===== src/design/slts_pkg.sv =====
`default_nettype none

package slts_pkg;

  // Offset counters (position, token start) width.
  localparam int OffsetBits = 16;
  localparam logic [15:0] FieldMax = 16'hFFFF;
  localparam logic [OffsetBits-1:0] OffsetMax = {OffsetBits{1'b1}};

  // Slots in the result queue.
  localparam int QueueDepth = 4;

  // Lexer modes.
  localparam logic [3:0] ModeIdle    = 4'd0;
  localparam logic [3:0] ModeBang    = 4'd1;
  localparam logic [3:0] ModeEq      = 4'd2;
  localparam logic [3:0] ModeGt      = 4'd3;
  localparam logic [3:0] ModeLt      = 4'd4;
  localparam logic [3:0] ModeSlash   = 4'd5;
  localparam logic [3:0] ModeComment = 4'd6;
  localparam logic [3:0] ModeString  = 4'd7;
  localparam logic [3:0] ModeInt     = 4'd8;
  localparam logic [3:0] ModeDot     = 4'd9;
  localparam logic [3:0] ModeFrac    = 4'd10;
  localparam logic [3:0] ModeIdent   = 4'd11;

  // Token kinds.
  localparam logic [4:0] KLParen  = 5'd0;
  localparam logic [4:0] KRParen  = 5'd1;
  localparam logic [4:0] KLBrace  = 5'd2;
  localparam logic [4:0] KRBrace  = 5'd3;
  localparam logic [4:0] KComma   = 5'd4;
  localparam logic [4:0] KDot     = 5'd5;
  localparam logic [4:0] KMinus   = 5'd6;
  localparam logic [4:0] KPlus    = 5'd7;
  localparam logic [4:0] KSemi    = 5'd8;
  localparam logic [4:0] KSlash   = 5'd9;
  localparam logic [4:0] KStar    = 5'd10;
  localparam logic [4:0] KBang    = 5'd11;
  localparam logic [4:0] KBangEq  = 5'd12;
  localparam logic [4:0] KEq      = 5'd13;
  localparam logic [4:0] KEqEq    = 5'd14;
  localparam logic [4:0] KGt      = 5'd15;
  localparam logic [4:0] KGtEq    = 5'd16;
  localparam logic [4:0] KLt      = 5'd17;
  localparam logic [4:0] KLtEq    = 5'd18;
  localparam logic [4:0] KString  = 5'd19;
  localparam logic [4:0] KNumber  = 5'd20;
  localparam logic [4:0] KIdent   = 5'd21;
  localparam logic [4:0] KEnd     = 5'd22;
  localparam logic [4:0] KBadChar = 5'd23;
  localparam logic [4:0] KUnterm  = 5'd24;

  // Characters.
  localparam logic [7:0] ChLParen = 8'h28;
  localparam logic [7:0] ChRParen = 8'h29;
  localparam logic [7:0] ChLBrace = 8'h7B;
  localparam logic [7:0] ChRBrace = 8'h7D;
  localparam logic [7:0] ChComma  = 8'h2C;
  localparam logic [7:0] ChDot    = 8'h2E;
  localparam logic [7:0] ChMinus  = 8'h2D;
  localparam logic [7:0] ChPlus   = 8'h2B;
  localparam logic [7:0] ChSemi   = 8'h3B;
  localparam logic [7:0] ChStar   = 8'h2A;
  localparam logic [7:0] ChBang   = 8'h21;
  localparam logic [7:0] ChEq     = 8'h3D;
  localparam logic [7:0] ChGt     = 8'h3E;
  localparam logic [7:0] ChLt     = 8'h3C;
  localparam logic [7:0] ChSlash  = 8'h2F;
  localparam logic [7:0] ChSpace  = 8'h20;
  localparam logic [7:0] ChCr     = 8'h0D;
  localparam logic [7:0] ChTab    = 8'h09;
  localparam logic [7:0] ChNl     = 8'h0A;
  localparam logic [7:0] ChQuote  = 8'h22;
  localparam logic [7:0] ChUnder  = 8'h5F;

  typedef struct packed {
    logic       kind;
    logic [7:0] char_code;
  } in_item_t;

  typedef struct packed {
    logic [4:0]  token_kind;
    logic [15:0] start_offset;
    logic [15:0] token_length;
    logic [15:0] line_number;
    logic        last;
  } out_item_t;

  // Outcome of scanning a byte from the idle mode.
  typedef struct packed {
    logic       emit;
    logic [4:0] kind;
    logic [3:0] mode;
    logic       newline;
  } fresh_t;

  function automatic logic is_digit(input logic [7:0] c);
    return (c >= 8'h30) && (c <= 8'h39);
  endfunction

  function automatic logic is_alpha(input logic [7:0] c);
    return ((c >= 8'h61) && (c <= 8'h7A)) || ((c >= 8'h41) && (c <= 8'h5A)) ||
           (c == ChUnder);
  endfunction

  function automatic fresh_t fresh_scan(input logic [7:0] c);
    fresh_t f;
    f = '{emit: 1'b1, kind: KBadChar, mode: ModeIdle, newline: 1'b0};
    case (c)
      ChLParen: f.kind = KLParen;
      ChRParen: f.kind = KRParen;
      ChLBrace: f.kind = KLBrace;
      ChRBrace: f.kind = KRBrace;
      ChComma:  f.kind = KComma;
      ChDot:    f.kind = KDot;
      ChMinus:  f.kind = KMinus;
      ChPlus:   f.kind = KPlus;
      ChSemi:   f.kind = KSemi;
      ChStar:   f.kind = KStar;
      ChBang:   begin f.emit = 1'b0; f.mode = ModeBang;   end
      ChEq:     begin f.emit = 1'b0; f.mode = ModeEq;     end
      ChGt:     begin f.emit = 1'b0; f.mode = ModeGt;     end
      ChLt:     begin f.emit = 1'b0; f.mode = ModeLt;     end
      ChSlash:  begin f.emit = 1'b0; f.mode = ModeSlash;  end
      ChQuote:  begin f.emit = 1'b0; f.mode = ModeString; end
      ChSpace, ChCr, ChTab: f.emit = 1'b0;
      ChNl:     begin f.emit = 1'b0; f.newline = 1'b1;    end
      default: begin
        if (is_digit(c)) begin
          f.emit = 1'b0;
          f.mode = ModeInt;
        end else if (is_alpha(c)) begin
          f.emit = 1'b0;
          f.mode = ModeIdent;
        end
      end
    endcase
    return f;
  endfunction

  // One-byte kind of a pending comparison operator; its two-byte form is one more.
  function automatic logic [4:0] op_kind(input logic [3:0] m);
    logic [4:0] k;
    case (m)
      ModeBang: k = KBang;
      ModeEq:   k = KEq;
      ModeGt:   k = KGt;
      default:  k = KLt;
    endcase
    return k;
  endfunction

  function automatic logic [15:0] sat_field(input logic [OffsetBits:0] v);
    logic [32:0] w;
    w = 33'(v);
    return (w > 33'(FieldMax)) ? FieldMax : w[15:0];
  endfunction

endpackage

`default_nettype wire


===== src/design/script_lexer_token_stream.sv =====
`default_nettype none

// Channel   Direction  Handshake                 Payload
// in        sink       in_valid_i / in_ready_o   in_data_i  (slts_pkg::in_item_t)
// out       source     out_valid_o / out_ready_i out_data_o (slts_pkg::out_item_t)
//
// One source byte per cycle: the lexer state updates in the cycle the input
// transaction is taken, and its tokens (zero to three) enter a four-slot
// result queue whose head drives the output. The queue drains one token per
// cycle while the receiver is ready; input is taken only while the queue
// holds at most one token.
// Reset clears the mode, the offsets, the line count (to one) and the queue.
module script_lexer_token_stream (
  input  wire logic                 clk_i,
  input  wire logic                 rst_ni,
  input  wire logic                 in_valid_i,
  output logic                      in_ready_o,
  input  wire slts_pkg::in_item_t   in_data_i,
  output logic                      out_valid_o,
  input  wire logic                 out_ready_i,
  output slts_pkg::out_item_t       out_data_o
);

  localparam int Ob = slts_pkg::OffsetBits;
  localparam int Qd = slts_pkg::QueueDepth;

  // Lexer state.
  logic [3:0]    mode_q, mode_d;
  logic [Ob-1:0] start_q, start_d;
  logic [Ob-1:0] pos_q, pos_d;
  logic [15:0]   line_q, line_d;

  // Result queue, head in slot 0.
  slts_pkg::out_item_t slot_q [Qd];
  slts_pkg::out_item_t slot_d [Qd];
  logic [2:0]          cnt_q, cnt_d;

  // Tokens produced by the current transaction.
  slts_pkg::out_item_t tok [3];
  logic [1:0]          ntok;

  logic           accept, pop;
  logic [7:0]     c;
  slts_pkg::fresh_t fr;
  logic [Ob:0]    span, span1, dspan;
  logic [Ob-1:0]  pdec;

  assign accept      = in_valid_i && in_ready_o;
  assign pop         = out_valid_o && out_ready_i;
  assign in_ready_o  = (cnt_q <= 3'd1);
  assign out_valid_o = (cnt_q != 3'd0);
  assign out_data_o  = slot_q[0];

  assign c     = in_data_i.char_code;
  assign fr    = slts_pkg::fresh_scan(c);
  assign pdec  = (pos_q != '0) ? pos_q - 1'b1 : '0;
  assign span  = {1'b0, pos_q} - {1'b0, start_q};
  assign span1 = span + 1'b1;
  // Number part of a trailing dot; zero when the number starts at the
  // saturated offset and the dot would land before it.
  assign dspan = (pdec >= start_q) ? {1'b0, pdec} - {1'b0, start_q} : '0;

  // Scan one transaction: collect its tokens in order and form the next state.
  always_comb begin
    logic do_flush, do_fresh, is_end;
    logic [3:0] m;
    do_flush = 1'b0;
    do_fresh = 1'b0;
    is_end   = in_data_i.kind;
    m        = mode_q;
    mode_d   = mode_q;
    start_d  = start_q;
    pos_d    = pos_q;
    line_d   = line_q;
    ntok     = 2'd0;
    for (int i = 0; i < 3; i++) begin
      tok[i] = '0;
    end

    if (is_end) begin
      if (m == slts_pkg::ModeString) begin
        tok[ntok] = '{slts_pkg::KUnterm, slts_pkg::sat_field({1'b0, start_q}),
                      slts_pkg::sat_field(span), line_q, 1'b0};
        ntok = ntok + 2'd1;
      end else begin
        do_flush = 1'b1;
      end
    end else begin
      case (m)
        slts_pkg::ModeBang, slts_pkg::ModeEq, slts_pkg::ModeGt, slts_pkg::ModeLt: begin
          if (c == slts_pkg::ChEq) begin
            tok[ntok] = '{slts_pkg::op_kind(m) + 5'd1,
                          slts_pkg::sat_field({1'b0, start_q}),
                          slts_pkg::sat_field(span1), line_q, 1'b0};
            ntok = ntok + 2'd1;
            mode_d = slts_pkg::ModeIdle;
          end else begin
            do_flush = 1'b1;
            do_fresh = 1'b1;
          end
        end
        slts_pkg::ModeSlash: begin
          if (c == slts_pkg::ChSlash) begin
            mode_d = slts_pkg::ModeComment;
          end else begin
            do_flush = 1'b1;
            do_fresh = 1'b1;
          end
        end
        slts_pkg::ModeComment: begin
          do_fresh = (c == slts_pkg::ChNl);
        end
        slts_pkg::ModeString: begin
          if (c == slts_pkg::ChNl && line_q != slts_pkg::FieldMax) begin
            line_d = line_q + 16'd1;
          end
          if (c == slts_pkg::ChQuote) begin
            tok[ntok] = '{slts_pkg::KString, slts_pkg::sat_field({1'b0, start_q}),
                          slts_pkg::sat_field(span1), line_q, 1'b0};
            ntok = ntok + 2'd1;
            mode_d = slts_pkg::ModeIdle;
          end
        end
        slts_pkg::ModeInt: begin
          if (c == slts_pkg::ChDot) begin
            mode_d = slts_pkg::ModeDot;
          end else if (!slts_pkg::is_digit(c)) begin
            do_flush = 1'b1;
            do_fresh = 1'b1;
          end
        end
        slts_pkg::ModeDot: begin
          if (slts_pkg::is_digit(c)) begin
            mode_d = slts_pkg::ModeFrac;
          end else begin
            do_flush = 1'b1;
            do_fresh = 1'b1;
          end
        end
        slts_pkg::ModeFrac: begin
          if (!slts_pkg::is_digit(c)) begin
            do_flush = 1'b1;
            do_fresh = 1'b1;
          end
        end
        slts_pkg::ModeIdent: begin
          if (!slts_pkg::is_digit(c) && !slts_pkg::is_alpha(c)) begin
            do_flush = 1'b1;
            do_fresh = 1'b1;
          end
        end
        default: begin
          do_fresh = 1'b1;
        end
      endcase
    end

    // Pending token of the old mode, cut at the current position.
    if (do_flush) begin
      mode_d = slts_pkg::ModeIdle;
      case (m)
        slts_pkg::ModeBang, slts_pkg::ModeEq, slts_pkg::ModeGt, slts_pkg::ModeLt: begin
          tok[ntok] = '{slts_pkg::op_kind(m), slts_pkg::sat_field({1'b0, start_q}),
                        16'd1, line_q, 1'b0};
          ntok = ntok + 2'd1;
        end
        slts_pkg::ModeSlash: begin
          tok[ntok] = '{slts_pkg::KSlash, slts_pkg::sat_field({1'b0, start_q}),
                        16'd1, line_q, 1'b0};
          ntok = ntok + 2'd1;
        end
        slts_pkg::ModeInt, slts_pkg::ModeFrac: begin
          tok[ntok] = '{slts_pkg::KNumber, slts_pkg::sat_field({1'b0, start_q}),
                        slts_pkg::sat_field(span), line_q, 1'b0};
          ntok = ntok + 2'd1;
        end
        slts_pkg::ModeDot: begin
          // Trailing dot: number up to the dot, then the dot itself.
          tok[ntok] = '{slts_pkg::KNumber, slts_pkg::sat_field({1'b0, start_q}),
                        slts_pkg::sat_field(dspan), line_q, 1'b0};
          ntok = ntok + 2'd1;
          tok[ntok] = '{slts_pkg::KDot, slts_pkg::sat_field({1'b0, pdec}),
                        16'd1, line_q, 1'b0};
          ntok = ntok + 2'd1;
        end
        slts_pkg::ModeIdent: begin
          tok[ntok] = '{slts_pkg::KIdent, slts_pkg::sat_field({1'b0, start_q}),
                        slts_pkg::sat_field(span), line_q, 1'b0};
          ntok = ntok + 2'd1;
        end
        default: begin
        end
      endcase
    end

    // Rescan the byte from idle.
    if (do_fresh) begin
      start_d = pos_q;
      mode_d  = fr.mode;
      if (fr.newline && line_q != slts_pkg::FieldMax) begin
        line_d = line_q + 16'd1;
      end
      if (fr.emit) begin
        tok[ntok] = '{fr.kind, slts_pkg::sat_field({1'b0, pos_q}), 16'd1, line_q, 1'b0};
        ntok = ntok + 2'd1;
      end
    end

    if (is_end) begin
      tok[ntok] = '{slts_pkg::KEnd, slts_pkg::sat_field({1'b0, pos_q}), 16'd0, line_q, 1'b0};
      ntok = ntok + 2'd1;
      mode_d  = slts_pkg::ModeIdle;
      start_d = '0;
      pos_d   = '0;
      line_d  = 16'd1;
    end else if (pos_q != slts_pkg::OffsetMax) begin
      pos_d = pos_q + 1'b1;
    end

    // Mark the final token of this transaction.
    for (int i = 0; i < 3; i++) begin
      tok[i].last = (2'(i) == ntok - 2'd1);
    end
  end

  // Queue update: shift on pop, append new tokens behind what remains.
  always_comb begin
    logic [2:0] base, rel;
    logic [2:0] npush;
    base  = cnt_q - {2'b00, pop};
    npush = accept ? {1'b0, ntok} : 3'd0;
    for (int i = 0; i < Qd; i++) begin
      if (pop && i < Qd - 1) begin
        slot_d[i] = slot_q[i+1];
      end else begin
        slot_d[i] = slot_q[i];
      end
      rel = 3'(i) - base;
      if (3'(i) >= base && rel < npush) begin
        slot_d[i] = tok[rel[1:0]];
      end
    end
    cnt_d = base + npush;
  end

  always_ff @(posedge clk_i or negedge rst_ni) begin
    if (!rst_ni) begin
      mode_q  <= slts_pkg::ModeIdle;
      start_q <= '0;
      pos_q   <= '0;
      line_q  <= 16'd1;
      cnt_q   <= 3'd0;
    end else begin
      cnt_q <= cnt_d;
      if (accept) begin
        mode_q  <= mode_d;
        start_q <= start_d;
        pos_q   <= pos_d;
        line_q  <= line_d;
      end
    end
  end

  // Payload slots hold without reset.
  always_ff @(posedge clk_i) begin
    for (int i = 0; i < Qd; i++) begin
      slot_q[i] <= slot_d[i];
    end
  end

`ifndef SYNTHESIS
  // Queue never overfills.
  assert property (@(posedge clk_i) disable iff (!rst_ni) cnt_q <= 3'(Qd))
    else $error("result queue overflow");

  // End of input returns the lexer to its reset state.
  assert property (@(posedge clk_i) disable iff (!rst_ni)
    (accept && in_data_i.kind) |=>
      (mode_q == slts_pkg::ModeIdle && pos_q == '0 && line_q == 16'd1))
    else $error("lexer state not cleared after end of input");

  // A token that is not the last of its transaction has its successor queued.
  assert property (@(posedge clk_i) disable iff (!rst_ni)
    (out_valid_o && !out_data_o.last) |-> (cnt_q >= 3'd2))
    else $error("non-final token without successor in queue");
`endif

endmodule

`default_nettype wire


===== config.mk =====
export PLATFORM = sky130hd
export DESIGN_NAME = script_lexer_token_stream
export DESIGN_NICKNAME = d
export VERILOG_FILES = /design/src/design/slts_pkg.sv /design/src/design/script_lexer_token_stream.sv
export SDC_FILE = /design/constraint.sdc
export NUM_CORES = 1
export LEC_CHECK = 0
export BUFFER_PORTS_ARGS = -buffer_cell sky130_fd_sc_hd__clkbuf_2
export CAP_MARGIN = 10
export CORE_ASPECT_RATIO = 1.2
export CORE_UTILIZATION = 40
export CTS_CLUSTER_DIAMETER = 150
export DETAILED_ROUTE_END_ITERATION = 16
export GPL_TIMING_DRIVEN = 0
export PLACE_DENSITY = 0.64
export SYNTH_ARGS = -nofsm -noshare
export SYNTH_HDL_FRONTEND = slang
export SYNTH_SLANG_ARGS = --single-unit
export TNS_END_PERCENT = 100

===== constraint.sdc =====
create_clock -name clk_i -period 7.9 [get_ports clk_i]
set_input_delay 0 -clock clk_i [delete_from_list [all_inputs] [get_ports clk_i]]
set_output_delay 0 -clock clk_i [all_outputs]
set_load 0.01 [all_outputs]

==> results of run 1 <==
## cells in the final DEF (no fill, tap or decap), types with 40 or more instances in the layout
master                     instances
sky130_fd_sc_hd__a21oi_1         104
sky130_fd_sc_hd__a22oi_1          41
sky130_fd_sc_hd__and3_1           40
sky130_fd_sc_hd__clkbuf_1        116
sky130_fd_sc_hd__clkbuf_2         68
sky130_fd_sc_hd__dfrtp_1          54
sky130_fd_sc_hd__edfxtp_1        216
sky130_fd_sc_hd__ha_1             59
sky130_fd_sc_hd__inv_1            49
sky130_fd_sc_hd__nand2_1         230
sky130_fd_sc_hd__nand3_1          74
sky130_fd_sc_hd__nor2_1          229
sky130_fd_sc_hd__nor3_1           92
sky130_fd_sc_hd__o21ai_0         120
sky130_fd_sc_hd__xor2_1           44
## cell families after synthesis
| logic type | count (synthesis) |
|---|---|
| compound gates | 516 |
| mux | 46 |
| buf+inv | 185 |
| flops | 271 |
| fa+ha+maj | 62 |
| simple gates | 823 |
| xor+xnor | 81 |
## worst register-to-register path, stage by stage, from the launching register on
cell	delay, ps
sky130_fd_sc_hd__dfrtp_1	340
sky130_fd_sc_hd__clkbuf_1	380
sky130_fd_sc_hd__nand2_1	260
sky130_fd_sc_hd__or4_1	640
sky130_fd_sc_hd__a221o_1	320
sky130_fd_sc_hd__clkbuf_1	230
sky130_fd_sc_hd__nand2_1	450
sky130_fd_sc_hd__clkbuf_2	370
sky130_fd_sc_hd__ha_1	290
sky130_fd_sc_hd__nor3b_1	270
sky130_fd_sc_hd__or2_2	190
sky130_fd_sc_hd__ha_1	230
sky130_fd_sc_hd__nand2_1	90
sky130_fd_sc_hd__o21a_1	230
sky130_fd_sc_hd__nand3_1	240
sky130_fd_sc_hd__ha_1	360
sky130_fd_sc_hd__nor2b_1	140
sky130_fd_sc_hd__or4_1	610
sky130_fd_sc_hd__clkbuf_1	410
sky130_fd_sc_hd__clkbuf_2	450
sky130_fd_sc_hd__nand2_4	410
sky130_fd_sc_hd__buf_12	260
## through the flow
| step | area, um^2 | hold slack [ps] | instances |
|---|---|---|---|
| final | 20200 | 29.7 | 2667 |
| after global routing | 20200 | 61.7 | 2667 |
| after CTS | 20200 | 15.4 | 2667 |
| after detailed placement | 19200 | 182 | 2610 |
| after global placement | 19100 | 418 | 2608 |
| after floorplan | 18100 | -296 | 1984 |
## routing by layer
| layer | part of all wire | vias up | global-route usage |
|---|---|---|---|
| li1 | - | 7552 | - |
| met1 | 0.40 | 7939 | 0.324 |
| met2 | 0.50 | 631 | 0.465 |
| met3 | 0.053 | 132 | 0.0235 |
| met4 | 0.040 | 0 | 0.103 |
| met5 | 0 | - | 0 |
## flip-flops by register name, summed over array words and instances (netlist names)
| register | flops |
|---|---|
| cnt_q | 3 |
| line_q | 16 |
| mode_q | 4 |
| pos_q | 16 |
| slot_q | 216 |
| start_q | 16 |
## cell type report
cell class              count  area, um^2
inverters                  50         188
plain buffers             135         541
well taps                 559         699
clock buffers              35         769
multi-input cells        1528        9530
repair buffers             68         378
fillers                  4359       23900
clock inverters            21         264
flip-flops and latches    271        7860
## what timing repair did
| action | CTS | global route |
|---|---|---|
| hold endpoints to repair | 54 | 0 |
| hold buffers | 1 | 0 |
| pin swaps | 0 | 1 |
| endpoints found under the setup margin | 79 | 152 |
| resized for setup | 2 | 10 |
| setup buffers | 0 | 0 |
## how the worst min path moves through the flow
stage / from / endpoint / cells past startpoint
CTS: in_valid_i / cnt_q[1] / 4
detailed placement: rst_ni / start_q[12] / 1
finish: in_valid_i / cnt_q[1] / 4
global placement: slot_q[0][27] / out_data_o[27] / 1
global route: in_valid_i / cnt_q[1] / 4
floorplan: rst_ni / cnt_q[0] / 0
==> results.sh, run 1 <==
export IMPL_floorplan_rows=84
export IMPL_gpl_final_weighted_congestion=0.972
export IMPL_rr_worst_depth=21
export IMPL_tritoncts="done"
export IMPL_crit_path_max_incr_delay_ps=640
export IMPL_synth_xor_area_frac=0.0393
export IMPL_synth_compound_area_frac=0.200
export IMPL_area_growth_pct=12.0
export IMPL_grt_first_pass_wirelength_um=93300
export IMPL_dp_worst_setup_slack_ps=-65.7
export IMPL_slew_viol_final=0
export IMPL_reg2reg_to="slot_q[0][25]"
export IMPL_layout_drive_gt1_share=0.0878
export IMPL_critPathRequiredTime_ps=8150
export IMPL_floorplan_io_pins=69
export IMPL_critical_path_maximum_fanout=34
export IMPL_avgRoutedWirePerCell_um=22.8
export IMPL_crit_end="slot_q[0][25]"
export IMPL_maxCapViolCount=0
export IMPL_r2r_start="mode_q[0]"
export IMPL_cp_end_kind="register"
export IMPL_critPathKind="reg -> reg"
export IMPL_yosys_area_top_type="sky130_fd_sc_hd__edfxtp_1"
export IMPL_post_synth_most_frequent_cells="sky130_fd_sc_hd__nand2_1 (233), sky130_fd_sc_hd__nor2_1 (230), sky130_fd_sc_hd__edfxtp_1 (216), sky130_fd_sc_hd__o21ai_0 (120), sky130_fd_sc_hd__clkbuf_1 (115)"
export IMPL_ys_seq_area_frac=0.435
export IMPL_postSynthRegisterBits=271
export IMPL_synthTopCellsByArea="sky130_fd_sc_hd__edfxtp_1 (36%), sky130_fd_sc_hd__dfrtp_1 (7.5%), sky130_fd_sc_hd__nand2_1 (4.8%)"
export IMPL_synthDistinctLibCells=93
export IMPL_timing_setup_tns_ps=0
export IMPL_yosys_area_top_type_share=0.359
export IMPL_status="complete, no violations"
export IMPL_timing_final_setup_violations=0
export IMPL_worst_hold_path_type="in -> reg"
export IMPL_path_clk_slew_ps=60
export IMPL_hpwl_um=46400
export IMPL_ctsHtreeMaxLevel=1
export IMPL_worst_slew_pin_slew_ps=1130
export IMPL_drt_pass1_iter_count=6
export IMPL_first_global_vias=15700
export IMPL_rsz0062_at_grt="false"
export IMPL_die_width_um=196
export IMPL_grt_max_degree=56
export IMPL_grtUsageTotal=0.261
export IMPL_via_count=16300
export IMPL_synthArstFlopShare=0.203
export IMPL_synth_avg_cell_area_um2=9.11
export IMPL_final_min_clock_period_ps=7530
export IMPL_cts_path_max_buffers=3
export IMPL_1st_iter_drt_viols=1632
export IMPL_clock_insertion_delay_worst_skew_ps=610
export IMPL_area_fraction_in_and_or_nand_and_nor_cells_after_synthesis=0.216
export IMPL_ys_flop_type="sky130_fd_sc_hd__edfxtp_1"
export IMPL_fmax_mhz=133
export IMPL_timing_critical_path_max_delay_family="simple AND/OR/NAND/NOR gates"
export IMPL_timing_critical_path_from="mode_q[0]"
export IMPL_min_period_over_period=0.953
export IMPL_global_route_overflow_total=0
export IMPL_final_util=0.458
export IMPL_synth_fp_nets=2059
export IMPL_setup_reg_to_reg_worst_slack_ps=370
export IMPL_drcViolationCount=0
export IMPL_synthCells=1984
export IMPL_cpMaxStageDelayCell="sky130_fd_sc_hd__or4_1"
export IMPL_nature_of_the_critical_path_startpoint="register"
export IMPL_worst_clock_skew_ps=52.9
export IMPL_synth_top_family_by_area="simple AND/OR/NAND/NOR gates"
export IMPL_floorplan_die_height_um=235
export IMPL_antennaDiodeCount=0
export IMPL_clock_root_buffer="sky130_fd_sc_hd__clkbuf_16"
export IMPL_max_slew_margin=0.240
export IMPL_hold_viol=0
export IMPL_synth_edff_count=216
export IMPL_stages_on_the_worst_setup_path=21
export IMPL_mappedNetlistArea_um2=18100
export IMPL_routed_wirelength_um=60900
export IMPL_worstPathArrival_ps=7770
export IMPL_number_of_buffers_created_by_cts=30
export IMPL_cp_num_buf_inv=6
export IMPL_vias_per_cell=6.09
export IMPL_setup_slack_ps=372
export IMPL_critical_path_cell_chain="clkbuf_1 > nand2_1 > or4_1 > a221o_1 > clkbuf_1 > nand2_1 > clkbuf_2 > ha_1 > nor3b_1 > or2_2 > ha_1 > nand2_1 > o21a_1 > nand3_1 > ha_1 > nor2b_1 > or4_1 > clkbuf_1 > clkbuf_2 > nand2_4 > buf_12"
export IMPL_synth_warning_count=0
export IMPL_grt_antenna_before_repair=0
export IMPL_numClockSinks=271
export IMPL_synthMuxAreaShare=0.0261
export IMPL_synthMostInstantiatedCell="sky130_fd_sc_hd__nand2_1"
export IMPL_design_die_area_um2=46000
export IMPL_drt_antenna_violating_nets=0
export IMPL_port_buffers=65
export IMPL_yosys_area_share_adder=0.0442
export IMPL_coreArea_um2=44100
export IMPL_finish_net_count=2159
export IMPL_initial_core_utilization=0.409
Power of run 1 is left out: the tool's default activity adds up to more than one toggle a clock period on the data nets, which glitch-free logic cannot reach.
==> run 2, diff against run 1 <==
--- a/config.mk
+++ b/config.mk
@@ -5,6 +5,7 @@
 export SDC_FILE = /design/constraint.sdc
 export NUM_CORES = 1
 export LEC_CHECK = 0
+export ABC_AREA = 1
 export BUFFER_PORTS_ARGS = -buffer_cell sky130_fd_sc_hd__clkbuf_2
 export CAP_MARGIN = 10
 export CORE_ASPECT_RATIO = 1.2
@@ -12,7 +13,7 @@
 export CTS_CLUSTER_DIAMETER = 150
 export DETAILED_ROUTE_END_ITERATION = 16
 export GPL_TIMING_DRIVEN = 0
-export PLACE_DENSITY = 0.64
+export PLACE_DENSITY = 0.63
 export SYNTH_ARGS = -nofsm -noshare
 export SYNTH_HDL_FRONTEND = slang
 export SYNTH_SLANG_ARGS = --single-unit
==> run 2 against run 1 <==
  * First-iteration DRC count grew 31%
  * Clock-buffer cell count down 5
  * Sequential cell count did not move
  * Clock skew fell by 36 ps
  * Global-route usage is 1.9 points higher
  * Area after synthesis increased by 10%
==> results.sh, run 2 <==
export IMPL_status="complete, no violations"
export IMPL_coreArea_um2=49100
export IMPL_min_period_over_period=0.958
export IMPL_first_global_vias=18400
export IMPL_synth_edff_count=216
export IMPL_1st_iter_drt_viols=2146
export IMPL_initial_core_utilization=0.406
export IMPL_synth_avg_cell_area_um2=7.17
export IMPL_nFillCells=4932
export IMPL_synth_fp_nets=2854
export IMPL_drt_antenna_violating_nets=0
export IMPL_yosys_area_top_type="sky130_fd_sc_hd__edfxtp_1"
export IMPL_finish_net_count=2961
export IMPL_floorplan_io_pins=69
export IMPL_grt_antenna_before_repair=0
export IMPL_vias_per_cell=5.57
export IMPL_worst_slew_pin_slew_ps=1070
export IMPL_grt_max_degree=56
export IMPL_synthArstFlopShare=0.203
export IMPL_placed_cells_incl_taps=3491
export IMPL_layout_drive_gt1_share=0.0877
export IMPL_port_buffers=68
export IMPL_floorplan_die_height_um=246
export IMPL_critical_path_maximum_fanout=37
export IMPL_grtUsageTotal=0.280
export IMPL_final_min_clock_period_ps=7570
export IMPL_numClockSinks=271
export IMPL_die_width_um=206
export IMPL_mostFrequentLayoutCell="sky130_fd_sc_hd__nand2_1"
export IMPL_clock_root_buffer="sky130_fd_sc_hd__clkbuf_16"
export IMPL_clock_insertion_delay_worst_skew_ps=580
export IMPL_path_clk_slew_ps=60
export IMPL_yosys_area_top_type_share=0.326
export IMPL_worstPathArrival_ps=7820
export IMPL_gpl_final_weighted_congestion=0.992
export IMPL_cts_path_max_buffers=3
export IMPL_worst_hold_path_type="in -> reg"
export IMPL_area_growth_pct=11.1
export IMPL_floorplan_rows=89
export IMPL_via_count=19700
export IMPL_global_route_overflow_total=0
export IMPL_drcViolationCount=0
export IMPL_synth_warning_count=0
export IMPL_cp_end_kind="register"
export IMPL_drt_pass1_iter_count=8
export IMPL_slew_viol_final=0
export IMPL_critPathRequiredTime_ps=8150
export IMPL_timing_setup_tns_ps=0
export IMPL_routed_wirelength_um=71300
export IMPL_grt_first_pass_wirelength_um=108000
export IMPL_ctsHtreeMaxLevel=1
export IMPL_postSynthRegisterBits=271
export IMPL_synthDistinctLibCells=60
export IMPL_synth_xor_area_frac=0.0140
export IMPL_ys_flop_type="sky130_fd_sc_hd__edfxtp_1"
export IMPL_layout_cells_non_filler=3543
export IMPL_tritoncts="done"
export IMPL_design_die_area_um2=50700
export IMPL_top_register="slot_q"
export IMPL_timing_final_setup_violations=0
export IMPL_number_of_buffers_created_by_cts=28
export IMPL_worst_clock_skew_ps=17.1
export IMPL_area_fraction_in_and_or_nand_and_nor_cells_after_synthesis=0.339
export IMPL_synthTopCellsByArea="sky130_fd_sc_hd__edfxtp_1 (33%), sky130_fd_sc_hd__nand2_1 (19%), sky130_fd_sc_hd__dfrtp_1 (6.8%)"
export IMPL_hpwl_um=58700
export IMPL_top_library_cells_by_usage_in_the_layout_fill_and_taps_aside="sky130_fd_sc_hd__nand2_1 (986), sky130_fd_sc_hd__nand3_1 (226), sky130_fd_sc_hd__edfxtp_1 (216)"
export IMPL_critPathKind="reg -> reg"
export IMPL_cts_setup_buffers=0
export IMPL_avgRoutedWirePerCell_um=20.1
export IMPL_yosys_area_share_adder=0.0401
export IMPL_synth_top_family_by_area="simple AND/OR/NAND/NOR gates"
export IMPL_rsz0062_at_grt="false"
export IMPL_antennaDiodeCount=0
export IMPL_nature_of_the_critical_path_startpoint="register"
export IMPL_max_slew_margin=0.286
export IMPL_synth_compound_area_frac=0.128
export IMPL_synthCells=2779
export IMPL_fmax_mhz=132
export IMPL_synthMostInstantiatedCell="sky130_fd_sc_hd__nand2_1"
export IMPL_timing_hold_ws_ps=64.7
export IMPL_ys_seq_area_frac=0.395
export IMPL_maxCapViolCount=0
export IMPL_synthMuxAreaShare=0.00804
export IMPL_number_of_flip_flops_in_the_largest_register=216
export IMPL_post_synth_most_frequent_cells="sky130_fd_sc_hd__nand2_1 (989), sky130_fd_sc_hd__nand3_1 (226), sky130_fd_sc_hd__edfxtp_1 (216), sky130_fd_sc_hd__inv_1 (205), sky130_fd_sc_hd__a21oi_1 (188)"
export IMPL_mappedNetlistArea_um2=19900
export IMPL_hold_viol=0
run 2: changes by cell type after synthesis, sizes merged, moves of 41 or more:
| cell | before | now |
|---|---|---|
| nand4 | 15 | 67 |
| nand2 | 234 | 1014 |
| nor3 | 92 | 27 |
| a22oi | 41 | 0 |
| inv | 49 | 223 |
| a21oi | 109 | 201 |
| nand3 | 81 | 243 |
run 2: area by class of cell:
| type | instances | area (um^2) | area share |
|---|---|---|---|
| clock inverter | 20 | 211 | 0.00955 |
| multi-input combinational | 2131 | 10600 | 0.477 |
| buffer | 145 | 628 | 0.0284 |
| clock buffer | 30 | 729 | 0.0330 |
| tap | 637 | 797 | 0.0360 |
| sequential | 271 | 7860 | 0.355 |
| timing repair buffer | 77 | 468 | 0.0211 |
| inverter | 232 | 873 | 0.0395 |
run 2: logic make-up (layout without fill, tap and decap cells):
| group | count (synthesis) | after routing |
|---|---|---|
| flip-flops | 271 | 271 |
| adder cells (fa/ha/maj) | 62 | 62 |
| multiplexers | 16 | 16 |
| XOR/XNOR | 31 | 31 |
| AND/OR/NAND/NOR | 1573 | 1573 |
| buffers and inverters | 377 | 504 |
| AO/OA/AOI/OAI | 449 | 449 |
run 2: worst paths after layout:
| check | start | to | slack (ps) | depth (start not counted) |
|---|---|---|---|---|
| max | cnt_q[1] | slot_q[0][25] | 330 | 22 |
| min | in_data_i[8] | pos_q[1] | 60 | 5 |
| max reg2reg | cnt_q[1] | slot_q[0][25] | 330 | 22 |
| min reg2reg | slot_q[1][34] | slot_q[0][34] | 510 | 2 |
| max in group asynchronous | rst_ni | pos_q[12] | 7240 | 2 |
| min in group asynchronous | rst_ni | mode_q[0] | 80 | 2 |
run 2: critical path: stages (launching register included):
cell                       delay [ps]
sky130_fd_sc_hd__dfrtp_1          380
sky130_fd_sc_hd__nor2_1           270
sky130_fd_sc_hd__nand2_1          190
sky130_fd_sc_hd__nand2_1          400
sky130_fd_sc_hd__inv_1            100
sky130_fd_sc_hd__ha_1             200
sky130_fd_sc_hd__ha_1             380
sky130_fd_sc_hd__clkbuf_1         320
sky130_fd_sc_hd__clkinv_1         290
sky130_fd_sc_hd__clkbuf_1         290
sky130_fd_sc_hd__clkbuf_2         350
sky130_fd_sc_hd__ha_1             470
sky130_fd_sc_hd__clkbuf_1         350
sky130_fd_sc_hd__inv_2            130
sky130_fd_sc_hd__clkbuf_1         340
sky130_fd_sc_hd__ha_1             290
sky130_fd_sc_hd__or2_2            270
sky130_fd_sc_hd__a221oi_1         620
sky130_fd_sc_hd__inv_1            210
sky130_fd_sc_hd__clkbuf_1         310
sky130_fd_sc_hd__clkbuf_1         350
sky130_fd_sc_hd__nand2_2          430
sky130_fd_sc_hd__buf_12           270
run 2: layer usage:
metal	GRT usage	vias up	wire, um
met5	0	-	0
met4	0.0865	0	2140
met3	0.0212	90	5440
met2	0.427	927	30800
met1	0.418	9173	32900
li1	-	9543	-
run 2: repair_timing:
action | in CTS | in global routing
hold buffers | 2 | 0
endpoints found under the setup margin | 0 | 37
hold endpoints to repair | 55 | 0
gates resized for setup | 0 | 2
run 2: per-stage QoR:
stage	util	instance area, um^2	worst slack, ps
2_1_floorplan	-	19900	166
3_3_place_gp	0.429	21100	-2430
3_5_place_dp	0.431	21200	449
4_1_cts	0.451	22100	374
5_1_grt	0.451	22100	3.93
6_report	0.451	22100	330
Power of run 2 is left out for the same reason.
==> run 3, diff against run 2 <==
--- a/config.mk
+++ b/config.mk
@@ -8,12 +8,13 @@
 export ABC_AREA = 1
 export BUFFER_PORTS_ARGS = -buffer_cell sky130_fd_sc_hd__clkbuf_2
 export CAP_MARGIN = 10
-export CORE_ASPECT_RATIO = 1.2
+export CELL_PAD_IN_SITES_DETAIL_PLACEMENT = 1
+export CELL_PAD_IN_SITES_GLOBAL_PLACEMENT = 1
 export CORE_UTILIZATION = 40
 export CTS_CLUSTER_DIAMETER = 150
 export DETAILED_ROUTE_END_ITERATION = 16
 export GPL_TIMING_DRIVEN = 0
-export PLACE_DENSITY = 0.63
+export PLACE_DENSITY = 0.79
 export SYNTH_ARGS = -nofsm -noshare
 export SYNTH_HDL_FRONTEND = slang
 export SYNTH_SLANG_ARGS = --single-unit
==> run 3 against run 2 <==
  * Core utilization increased by 0.37 points
  * Register-to-register slack got worse by 70 ps
  * Cell count increased by 0.99%
  * Highest routed layer unchanged
  * Clock skew increased by 7.9 ps
==> results.sh, run 3 (synthesis gave the netlist of run 2 again) <==
export IMPL_max_slew_margin=0.298
export IMPL_critical_path_maximum_fanout=36
export IMPL_slew_viol_final=0
export IMPL_routed_wirelength_um=79500
export IMPL_top_library_cells_by_usage_in_the_layout_fill_and_taps_aside="sky130_fd_sc_hd__nand2_1 (985), sky130_fd_sc_hd__nand3_1 (226), sky130_fd_sc_hd__edfxtp_1 (216)"
export IMPL_cts_setup_buffers=0
export IMPL_nature_of_the_critical_path_startpoint="register"
export IMPL_worst_slew_pin_slew_ps=1050
export IMPL_drt_pass1_iter_count=5
export IMPL_tritoncts="done"
export IMPL_rsz0062_at_grt="false"
export IMPL_dp_worst_setup_slack_ps=281
export IMPL_die_width_um=225
export IMPL_fmax_mhz=131
export IMPL_grt_antenna_before_repair=0
export IMPL_avgRoutedWirePerCell_um=22.2
export IMPL_critPathKind="reg -> reg"
export IMPL_worst_hold_path_type="in -> async"
export IMPL_gpl_final_weighted_congestion=0.996
export IMPL_drcViolationCount=0
export IMPL_drt_antenna_violating_nets=0
export IMPL_hold_viol=0
export IMPL_critPathRequiredTime_ps=8170
export IMPL_initial_core_utilization=0.406
export IMPL_worst_clock_skew_ps=25.1
export IMPL_first_global_vias=20300
export IMPL_numClockSinks=271
export IMPL_top_register="slot_q"
export IMPL_grtUsageTotal=0.312
export IMPL_floorplan_die_height_um=225
export IMPL_path_clk_slew_ps=70
export IMPL_mostFrequentLayoutCell="sky130_fd_sc_hd__nand2_1"
export IMPL_finish_net_count=2965
export IMPL_floorplan_io_pins=69
export IMPL_hpwl_um=64800
export IMPL_min_period_over_period=0.968
export IMPL_number_of_flip_flops_in_the_largest_register=216
export IMPL_ctsHtreeMaxLevel=1
export IMPL_critical_path_cell_chain="nor2_1 > nand2_1 > nand2_2 > inv_1 > ha_1 > ha_1 > clkbuf_1 > clkinv_1 > clkbuf_1 > buf_1 > ha_1 > clkbuf_1 > inv_2 > clkbuf_1 > ha_1 > or2_2 > a221oi_1 > inv_1 > clkbuf_1 > clkbuf_1 > nand2_4 > buf_12"
export IMPL_area_growth_pct=11.9
export IMPL_r2r_start="cnt_q[2]"
export IMPL_vias_per_cell=5.76
export IMPL_antennaDiodeCount=0
export IMPL_crit_path_max_incr_delay_ps=590
export IMPL_grt_max_degree=56
export IMPL_nFillCells=6316
export IMPL_timing_final_setup_violations=0
export IMPL_number_of_buffers_created_by_cts=30
export IMPL_layout_cells_non_filler=3578
export IMPL_design_die_area_um2=50700
export IMPL_maxCapViolCount=0
export IMPL_final_min_clock_period_ps=7640
export IMPL_cpMaxStageDelayCell="sky130_fd_sc_hd__a221oi_1"
export IMPL_layout_drive_gt1_share=0.0889
export IMPL_cp_end_kind="register"
export IMPL_coreArea_um2=49100
export IMPL_clock_insertion_delay_worst_skew_ps=590
export IMPL_status="complete, no violations"
export IMPL_via_count=20600
export IMPL_timing_hold_ws_ps=61.1
export IMPL_timing_critical_path_from="cnt_q[2]"
export IMPL_worstPathArrival_ps=7910
export IMPL_cts_path_max_buffers=3
export IMPL_global_route_overflow_total=0
export IMPL_grt_first_pass_wirelength_um=121000
export IMPL_port_buffers=68
export IMPL_floorplan_rows=81
export IMPL_placed_cells_incl_taps=3519
export IMPL_1st_iter_drt_viols=2060
export IMPL_final_util=0.454
export IMPL_setup_slack_ps=256
export IMPL_clock_root_buffer="sky130_fd_sc_hd__clkbuf_16"
export IMPL_crit_path_frequent_cell="sky130_fd_sc_hd__clkbuf_1"
==> run 3: worst paths after layout <==
kind                                  to  slack, ps  cells past startpoint
min reg2reg                slot_q[2][30]        520                      2
min                           line_q[10]         60                      2
min in group clk_i             mode_q[1]         90                      5
max in group asynchronous    start_q[13]       7290                      2
max reg2reg                slot_q[0][26]        260                     22
max                        slot_q[0][26]        260                     22
==> run 3: metal layers <==
| layer | share of wire | track usage |
|---|---|---|
| met1 | 0.46 | 0.463 |
| met2 | 0.44 | 0.481 |
| met3 | 0.083 | 0.0428 |
| met4 | 0.020 | 0.0680 |
| met5 | 0 | 0 |
==> run 3: repair_timing <==
| action | CTS | global route |
|---|---|---|
| endpoints found under the hold margin | 57 | 0 |
| setup endpoints to repair | 0 | 38 |
| gates resized for setup | 0 | 2 |
| hold buffers | 3 | 0 |
==> run 3: area by class of cell <==
class                   instances  area [um^2]  area share
multi-input cells            2131        10600       0.474
inverters                     232          873      0.0392
flip-flops and latches        271         7860       0.353
clock inverters                20          235      0.0106
repair buffers                 79          493      0.0221
clock buffers                  36          795      0.0356
plain buffers                 145          627      0.0281
well taps                     664          831      0.0373
==> run 3: worst max-delay path: cells and delay by family, from the launching register on <==
family / cells / cell delay, ps
adder cells (fa/ha/maj): 4 / 1440
buffers and inverters: 12 / 3500
flip-flops: 1 / 400
AND/OR/NAND/NOR: 5 / 1340
AO/OA/AOI/OAI: 1 / 590
==> run 3: per-stage QoR <==
stage,setup TNS (ps),instance area (um^2)
final,0,22300
after global routing,0,22300
after CTS,0,22300
after detailed placement,0,21200
after global placement,-179900,21100
after floorplan,0,19900
Power of run 3 is left out for the same reason.
